### src/hw/rtl/pa_pkg.sv
// Shared types and constants of the primitive assembler.
package pa_pkg;

  // Topology codes carried on the operation field; code 7 is unused.
  typedef enum logic [2:0] {
    TOPO_TRI_LIST    = 3'd0,
    TOPO_QUAD        = 3'd1,
    TOPO_FAN         = 3'd2,
    TOPO_STRIP       = 3'd3,
    TOPO_LINE_LIST   = 3'd4,
    TOPO_LINE_STRIP  = 3'd5,
    TOPO_LINE_LOOP   = 3'd6
  } topo_t;

  localparam int VTX_BITS = 16;
  localparam int MAX_EMIT = 4;
  localparam int CNT_BITS = 3;
  localparam int IDX_BITS = 2;
  // power of two
  localparam int CQ_DEPTH = 2;

  localparam logic STREAM_TRI  = 1'b0;
  localparam logic STREAM_LINE = 1'b1;

  // One classified input: the vertices it emits, in order, and their stream.
  typedef struct packed {
    logic                               stream;
    logic [CNT_BITS-1:0]                count;
    logic [MAX_EMIT-1:0][VTX_BITS-1:0]  vtx;
  } pa_cmd_t;

endpackage

### src/hw/rtl/pa_front.sv
// Front end: tracks group state and turns vertices into emit commands.
module pa_front #(
  parameter int KEEP_BITS = 16
) (
  input  logic                    clk,
  input  logic                    rst,
  input  logic                    accept,
  input  logic [2:0]              operation,
  input  logic [15:0]             vertex_handle,
  input  logic                    group_end,
  output pa_pkg::pa_cmd_t         cmd,
  output logic                    cmd_push
);
  import pa_pkg::*;

  logic [KEEP_BITS-1:0] first_vertex, first_vertex_next;
  logic [KEEP_BITS-1:0] older_vertex, older_vertex_next;
  logic [KEEP_BITS-1:0] newer_vertex, newer_vertex_next;
  logic [1:0]           group_position, group_position_next;
  logic                 strip_parity, strip_parity_next;
  logic [KEEP_BITS-1:0] v;
  logic [1:0]           pos_sat;

  function automatic logic [VTX_BITS-1:0] ext(input logic [KEEP_BITS-1:0] h);
    return VTX_BITS'(h);
  endfunction

  assign v       = vertex_handle[KEEP_BITS-1:0];
  assign pos_sat = (group_position == 2'd3) ? 2'd3 : group_position + 2'd1;

  always_comb begin
    first_vertex_next   = first_vertex;
    older_vertex_next   = older_vertex;
    newer_vertex_next   = newer_vertex;
    strip_parity_next   = strip_parity;
    group_position_next = pos_sat;
    cmd                 = '0;
    unique case (topo_t'(operation))
      TOPO_TRI_LIST: begin
        cmd.stream = STREAM_TRI;
        cmd.count  = CNT_BITS'(1);
        cmd.vtx[0] = ext(v);
      end
      TOPO_QUAD: begin
        cmd.stream = STREAM_TRI;
        unique case (group_position)
          2'd0: first_vertex_next = v;
          2'd1: older_vertex_next = v;
          2'd2: begin
            cmd.count  = CNT_BITS'(3);
            cmd.vtx[0] = ext(first_vertex);
            cmd.vtx[1] = ext(older_vertex);
            cmd.vtx[2] = ext(v);
            newer_vertex_next = v;
          end
          default: begin
            cmd.count  = CNT_BITS'(3);
            cmd.vtx[0] = ext(first_vertex);
            cmd.vtx[1] = ext(newer_vertex);
            cmd.vtx[2] = ext(v);
          end
        endcase
        // corner index wraps within a quad
        group_position_next = group_position + 2'd1;
      end
      TOPO_FAN: begin
        cmd.stream = STREAM_TRI;
        if (group_position == 2'd0) begin
          first_vertex_next = v;
        end
        if (group_position[1]) begin
          cmd.count  = CNT_BITS'(3);
          cmd.vtx[0] = ext(first_vertex);
          cmd.vtx[1] = ext(newer_vertex);
          cmd.vtx[2] = ext(v);
        end
        older_vertex_next = newer_vertex;
        newer_vertex_next = v;
      end
      TOPO_STRIP: begin
        cmd.stream = STREAM_TRI;
        if (group_position == 2'd0) begin
          first_vertex_next = v;
        end
        if (group_position[1]) begin
          cmd.count  = CNT_BITS'(3);
          // swap on odd triangles to keep the winding
          cmd.vtx[0] = strip_parity ? ext(newer_vertex) : ext(older_vertex);
          cmd.vtx[1] = strip_parity ? ext(older_vertex) : ext(newer_vertex);
          cmd.vtx[2] = ext(v);
          strip_parity_next = ~strip_parity;
        end
        older_vertex_next = newer_vertex;
        newer_vertex_next = v;
      end
      TOPO_LINE_LIST: begin
        cmd.stream = STREAM_LINE;
        cmd.count  = CNT_BITS'(1);
        cmd.vtx[0] = ext(v);
      end
      TOPO_LINE_STRIP, TOPO_LINE_LOOP: begin
        cmd.stream = STREAM_LINE;
        if (group_position == 2'd0) begin
          first_vertex_next = v;
        end else begin
          cmd.count  = CNT_BITS'(2);
          cmd.vtx[0] = ext(newer_vertex);
          cmd.vtx[1] = ext(v);
          // close the loop back to its first vertex
          if ((topo_t'(operation) == TOPO_LINE_LOOP) && group_end) begin
            cmd.count  = CNT_BITS'(4);
            cmd.vtx[2] = ext(v);
            cmd.vtx[3] = ext(first_vertex);
          end
        end
        older_vertex_next = newer_vertex;
        newer_vertex_next = v;
      end
      default: begin
        group_position_next = group_position;
      end
    endcase
    if (group_end) begin
      group_position_next = 2'd0;
      strip_parity_next   = 1'b0;
    end
  end

  assign cmd_push = accept && (cmd.count != '0);

  always_ff @(posedge clk) begin
    if (rst) begin
      first_vertex   <= '0;
      older_vertex   <= '0;
      newer_vertex   <= '0;
      group_position <= '0;
      strip_parity   <= 1'b0;
    end else if (accept) begin
      first_vertex   <= first_vertex_next;
      older_vertex   <= older_vertex_next;
      newer_vertex   <= newer_vertex_next;
      group_position <= group_position_next;
      strip_parity   <= strip_parity_next;
    end
  end

  a_end_clears: assert property (@(posedge clk) disable iff (rst)
    (accept && group_end) |=> (group_position == 2'd0 && !strip_parity))
    else $error("group end did not clear position and parity");

endmodule

### src/hw/rtl/pa_queue.sv
// Short command queue between the front end and the emitter.
module pa_queue (
  input  logic             clk,
  input  logic             rst,
  input  logic             wr,
  input  pa_pkg::pa_cmd_t  wr_data,
  input  logic             rd,
  output logic             full,
  output logic             valid,
  output pa_pkg::pa_cmd_t  rd_data
);
  import pa_pkg::*;

  localparam int PTR_BITS = (CQ_DEPTH > 1) ? $clog2(CQ_DEPTH) : 1;
  localparam int CNT_W    = $clog2(CQ_DEPTH + 1);

  pa_cmd_t             mem [CQ_DEPTH];
  logic [PTR_BITS-1:0] wr_ptr, rd_ptr;
  logic [CNT_W-1:0]    count;

  assign full    = (count == CNT_W'(CQ_DEPTH));
  assign valid   = (count != '0);
  assign rd_data = mem[rd_ptr];

  always_ff @(posedge clk) begin
    if (wr) begin
      mem[wr_ptr] <= wr_data;
    end
  end

  always_ff @(posedge clk) begin
    if (rst) begin
      wr_ptr <= '0;
      rd_ptr <= '0;
      count  <= '0;
    end else begin
      if (wr) begin
        wr_ptr <= (wr_ptr == PTR_BITS'(CQ_DEPTH - 1)) ? '0 : wr_ptr + 1'b1;
      end
      if (rd) begin
        rd_ptr <= (rd_ptr == PTR_BITS'(CQ_DEPTH - 1)) ? '0 : rd_ptr + 1'b1;
      end
      unique case ({wr, rd})
        2'b10:   count <= count + 1'b1;
        2'b01:   count <= count - 1'b1;
        default: count <= count;
      endcase
    end
  end

  a_no_overflow: assert property (@(posedge clk) disable iff (rst)
    !(wr && full && !rd))
    else $error("command queue written while full");

endmodule

### src/hw/rtl/pa_back.sv
// Emitter: walks each queued command one vertex per beat into the output register.
module pa_back (
  input  logic             clk,
  input  logic             rst,
  input  logic             q_valid,
  input  pa_pkg::pa_cmd_t  q_cmd,
  output logic             deq,
  input  logic             pop,
  output logic             empty,
  output logic [15:0]      out_vertex,
  output logic             target_stream,
  output logic             run_last
);
  import pa_pkg::*;

  logic                idx;
  logic [IDX_BITS-1:0] vidx;
  logic                out_valid;
  logic                load;
  logic                last;

  // vidx is the vertex slot within the current command
  assign idx   = 1'b0;
  assign empty = !out_valid;
  assign load  = q_valid && (!out_valid || pop);
  assign last  = ({idx, vidx} + CNT_BITS'(1)) == q_cmd.count;
  assign deq   = load && last;

  always_ff @(posedge clk) begin
    if (rst) begin
      out_valid <= 1'b0;
      vidx      <= '0;
    end else if (load) begin
      out_valid <= 1'b1;
      vidx      <= last ? '0 : vidx + 1'b1;
    end else if (pop) begin
      out_valid <= 1'b0;
    end
  end

  always_ff @(posedge clk) begin
    if (load) begin
      out_vertex    <= q_cmd.vtx[vidx];
      target_stream <= q_cmd.stream;
      run_last      <= last;
    end
  end

  a_cmd_nonempty: assert property (@(posedge clk) disable iff (rst)
    q_valid |-> (q_cmd.count != '0))
    else $error("queued command emits no vertex");

  a_idx_in_range: assert property (@(posedge clk) disable iff (rst)
    q_valid |-> ({idx, vidx} < q_cmd.count))
    else $error("vertex slot beyond command length");

endmodule

### src/hw/rtl/primitive_assembler.sv
// Primitive assembler top level: vertex queue in, list-stream queue out.
//
// Input channel: one vertex handle per beat with its topology (operation)
// and a group_end mark; a beat is taken when push is high and full is low.
// Output channel: one list-stream vertex per beat; while empty is low the
// oldest vertex is on out_vertex/target_stream/run_last and leaves when
// pop is high. run_last marks the final vertex produced by an input.
// Each input produces 0 to 4 output beats (4 only when a line loop closes).
// An input's command is registered in the command queue, its first vertex
// then in the output register. Throughput: one output vertex per cycle, set
// by the emitter, while the receiver pops; a fan or strip triangle is 3
// vertices, a list input 1. A two-entry command queue between the classifier
// and the emitter lets input keep flowing while output drains.
// Reset (rst, synchronous) clears the group state and empties both the
// command queue and the output register. When the receiver stops popping,
// the output register holds, the queue fills and full rises.
module primitive_assembler #(
  parameter int HANDLE_BITS = 16
) (
  input  logic        clk,
  input  logic        rst,
  input  logic        push,
  output logic        full,
  input  logic [2:0]  operation,
  input  logic [15:0] vertex_handle,
  input  logic        group_end,
  output logic        empty,
  input  logic        pop,
  output logic [15:0] out_vertex,
  output logic        target_stream,
  output logic        run_last
);
  import pa_pkg::*;

  localparam int KEEP_BITS = (HANDLE_BITS < VTX_BITS) ? HANDLE_BITS : VTX_BITS;

  logic    accept;
  logic    cmd_push;
  pa_cmd_t cmd;
  pa_cmd_t q_cmd;
  logic    q_valid;
  logic    deq;

  assign accept = push && !full;

  pa_front #(.KEEP_BITS(KEEP_BITS)) u_front (
    .clk           (clk),
    .rst           (rst),
    .accept        (accept),
    .operation     (operation),
    .vertex_handle (vertex_handle),
    .group_end     (group_end),
    .cmd           (cmd),
    .cmd_push      (cmd_push)
  );

  pa_queue u_queue (
    .clk     (clk),
    .rst     (rst),
    .wr      (cmd_push),
    .wr_data (cmd),
    .rd      (deq),
    .full    (full),
    .valid   (q_valid),
    .rd_data (q_cmd)
  );

  pa_back u_back (
    .clk           (clk),
    .rst           (rst),
    .q_valid       (q_valid),
    .q_cmd         (q_cmd),
    .deq           (deq),
    .pop           (pop),
    .empty         (empty),
    .out_vertex    (out_vertex),
    .target_stream (target_stream),
    .run_last      (run_last)
  );

endmodule
### config.mk
export PLATFORM = sky130hd
export DESIGN_NAME = primitive_assembler
export DESIGN_NICKNAME = d
export VERILOG_FILES = /design/src/hw/rtl/pa_pkg.sv /design/src/hw/rtl/pa_front.sv /design/src/hw/rtl/pa_queue.sv /design/src/hw/rtl/pa_back.sv /design/src/hw/rtl/primitive_assembler.sv
export SDC_FILE = /design/constraint.sdc
export NUM_CORES = 1
export LEC_CHECK = 0
export BUFFER_PORTS_ARGS = -buffer_cell sky130_fd_sc_hd__buf_2
export CORE_MARGIN = 5
export CORE_UTILIZATION = 40
export CTS_CLUSTER_SIZE = 20
export DETAILED_ROUTE_END_ITERATION = 8
export PLACE_DENSITY = 0.59
export SYNTH_ARGS = -nofsm -noshare
export SYNTH_HDL_FRONTEND = slang
export SYNTH_SLANG_ARGS = --single-unit
### constraint.sdc
create_clock -name clk -period 10.2 [get_ports clk]
set_input_delay 3.06 -clock clk [delete_from_list [all_inputs] [get_ports clk]]
set_output_delay 3.06 -clock clk [all_outputs]
set_load 0.005 [all_outputs]
==> impl_metrics.json <==
{
  "clk_pin_slew_ns": 0.06,
  "routed_wl_mm": 19.6,
  "fin_crit_ns": 4.87,
  "hold_violations": 0,
  "diodes": 0,
  "firstDrtPassIters": 4,
  "synth_edf_count": 154,
  "grt_antenna_before_repair": 0,
  "routed.top_layer": "met4",
  "startpoint_type": "input port",
  "timing.rr.end": "u_queue.count[1]$_SDFFE_PP0P_",
  "cts_resized": 0,
  "route.met3.wl_um": 865,
  "drive_above_1_share": 0.246,
  "p_per_area_nw_per_um2": 189,
  "placed_cell_area_um2": 9770,
  "wire_per_inst_um": 19.9,
  "syn_nets": 647,
  "skew_ns": 0.00982,
  "path_buf_inv": 1,
  "fmaxAchievable_mhz": 206,
  "h-tree-depth": 1,
  "period_share": 0.477,
  "seq_area_um2": 5810,
  "crit_path_top_delay_cell": "a21o_1",
  "multi_input_area_um2": 3280,
  "status": "finished clean",
  "portBuffers": 43,
  "yosysTopAreaCell": "edfxtp_1",
  "io_pins": 44,
  "fin_hold_ws_ns": 0.501,
  "netlist_top_cells_count": "edfxtp_1 (154), nor2_1 (60), dfxtp_1 (59), mux2i_1 (52), nor2b_1 (35)",
  "final.setup.tns_ns": 0,
  "cts_root_buffer": "clkbuf_16",
  "critPathTopFamily": "compound AO/OA/AOI/OAI gates",
  "post-route-drc-count": 0,
  "yosysWarnings": 0,
  "clk_latency_ns": 0.49,
  "area_growth_pct": 12.5,
  "num-fill-cells": 1984,
  "synth_top_cell_area_share": 0.497,
  "grt_first_pass_wirelength_mm": 31.5,
  "dpl.cell_count": 944,
  "maxSlewViolCount": 0,
  "worstSetupPathType": "input port to register",
  "rr_worst_depth": 8,
  "die-height_um": 163,
  "cts_hold_buf": 0,
  "nets": 686,
  "overflow": 0,
  "wl_met1_mm": 8.46,
  "vias_per_cell": 5.38,
  "setup_viol": 0,
  "synth_seq_cells": 213,
  "cts.sinks": 213,
  "end_kind": "register",
  "worstPathCellList": "buf_2 -> or2b_4 -> a21oi_4 -> a21o_1 -> a221o_1",
  "synth.distinct_cells": 53,
  "final_cells": 985,
  "ctsLongestPathBuffers": 3,
  "crit_path_max_fanout": 17,
  "async_flop_share": 0,
  "track_usage": 0.152,
  "cp.depth": 5,
  "setup_slack_ns": 5.33,
  "drtIter0Drc": 353,
  "seq_area_frac_synth": 0.624,
  "syn-mean-instance-area_um2": 15.1,
  "slew_headroom": 0.242,
  "dieArea_um2": 26400,
  "dp_hpwl_mm": 11.4,
  "cpPeakStageDelay_ns": 0.73,
  "row_count": 55,
  "finalInstanceArea_um2": 10500,
  "num_vias": 5302,
  "core_um2": 22800,
  "wl_met2_mm": 9.79,
  "drv_cap": 0,
  "rsz0062_at_grt": "no",
  "post-cts-setup-buffers": 0,
  "p_leak_nw": 3.64,
  "critPathRequiredTime_ns": 10.54,
  "cp_data_arrival_time_ns": 5.21,
  "worst_pin_slew_ns": 1.13,
  "synth_ff_type": "edfxtp_1",
  "initial_core_util": 0.409,
  "hold_class": "register to register",
  "die_w_um": 163,
  "synth_area_leaders": "edfxtp_1 (50%), dfxtp_1 (13%), mux4_2 (7.7%)",
  "grt_max_degree": 69,
  "cts_buffers": 23,
  "globalplace.congestion": 0.788,
  "cts_tree": "done",
  "place_ws_ns": 4.85,
  "crit_path_start": "operation[0]",
  "syn_inst": 617,
  "r2r_slack_ns": 7.22,
  "vdd_ir_drop_max_mv": 0.0984,
  "crit_end": "u_queue.mem[1][4]$_DFFE_PP_",
  "yosys.cell_count.top_type": "edfxtp_1",
  "syn_area_um2": 9310,
  "postRouteAntennaNets": 0,
  "first_global_vias": 5726
}
==> tightest hold or removal path: stages, from the launching register on <==
cell and delay, ns:
dfxtp_1 0.31, nand2b_1 0.08, a21oi_1 0.06
==> registers in the layout, summed over array words and instances, names as in the netlist, named ones only <==
register                flops
u_back.target_stream        1
u_queue.mem               136
u_queue.count               2
u_back.out_valid            1
u_front.first_vertex       16
u_queue.wr_ptr              1
u_back.run_last             1
u_queue.rd_ptr              1
u_back.vidx                 2
u_front.strip_parity        1
u_front.group_position      2
u_back.out_vertex          16
u_front.newer_vertex       16
u_front.older_vertex       16
==> final cells by class <==
cell class | instances | area share
clock inverters | 4 | 0.00179
flip-flops and latches | 213 | 0.555
inverters | 8 | 0.00287
well taps | 313 | 0.0374
repair buffers | 49 | 0.0249
clock buffers | 37 | 0.0648
multi-input cells | 361 | 0.314
==> logic make-up after synthesis <==
logic type,synth area share
fa+ha+maj,0.00807
compound gates,0.0918
buf+inv,0.0258
simple gates,0.0847
flops,0.624
mux,0.156
xor+xnor,0.00954
==> layout by cell type (no fill, tap or decap), types with 7 or more instances in the layout <==
cell type | synthesis | routed
edfxtp_1 | 154 | 154
dfxtp_1 | 59 | 58
nor2_1 | 60 | 57
mux2i_1 | 52 | 52
buf_2 | 9 | 43
nor2b_1 | 35 | 34
a221o_1 | 32 | 32
mux4_2 | 32 | 32
clkbuf_16 | 0 | 23
mux2_2 | 19 | 19
a22o_1 | 17 | 17
and2_1 | 16 | 16
nand2_1 | 14 | 14
a21oi_1 | 11 | 11
a211oi_2 | 10 | 10
clkbuf_1 | 11 | 9
inv_1 | 7 | 7
==> metal layers <==
metal / global-route usage / vias up
met4: 0.0461 / 0
met3: 0.0210 / 36
met2: 0.265 / 111
met1: 0.197 / 2698
li1: - / 2457
met5: 0 / -
==> stage by stage <==
step	power, mW	util
after floorplan	1.17	-
after global placement	1.23	0.429
after detailed placement	1.24	0.429
after CTS	2.01	0.460
after global routing	2.07	0.460
final	1.98	0.460
==> power by group <==
part / total, mW / internal (mW) / switching (mW) / leakage, nW
Sequential: 1.01 / 0.985 / 0.0245 / 1.83
Clock: 0.761 / 0.452 / 0.309 / 0.343
Combinational: 0.209 / 0.0921 / 0.117 / 1.47
Total: 1.98 / 1.53 / 0.451 / 3.64
==> how the worst min path moves through the flow <==
stage                                    startpoint                                   end  slack, ns  depth (start not counted)
2_1_floorplan         u_back.out_valid$_SDFFE_PP0P_         u_back.out_valid$_SDFFE_PP0P_       0.46                          2
3_5_place_dp          u_back.out_valid$_SDFFE_PP0P_         u_back.out_valid$_SDFFE_PP0P_       0.49                          2
6_report              u_back.out_valid$_SDFFE_PP0P_         u_back.out_valid$_SDFFE_PP0P_       0.50                          2
4_1_cts               u_back.out_valid$_SDFFE_PP0P_         u_back.out_valid$_SDFFE_PP0P_       0.50                          2
5_1_grt        u_front.older_vertex[1]$_SDFFE_PP0P_  u_front.older_vertex[1]$_SDFFE_PP0P_       0.54                          2
3_3_place_gp          u_back.out_valid$_SDFFE_PP0P_         u_back.out_valid$_SDFFE_PP0P_       0.48                          2
No activity file was read; power rests on OpenSTA's default activity.
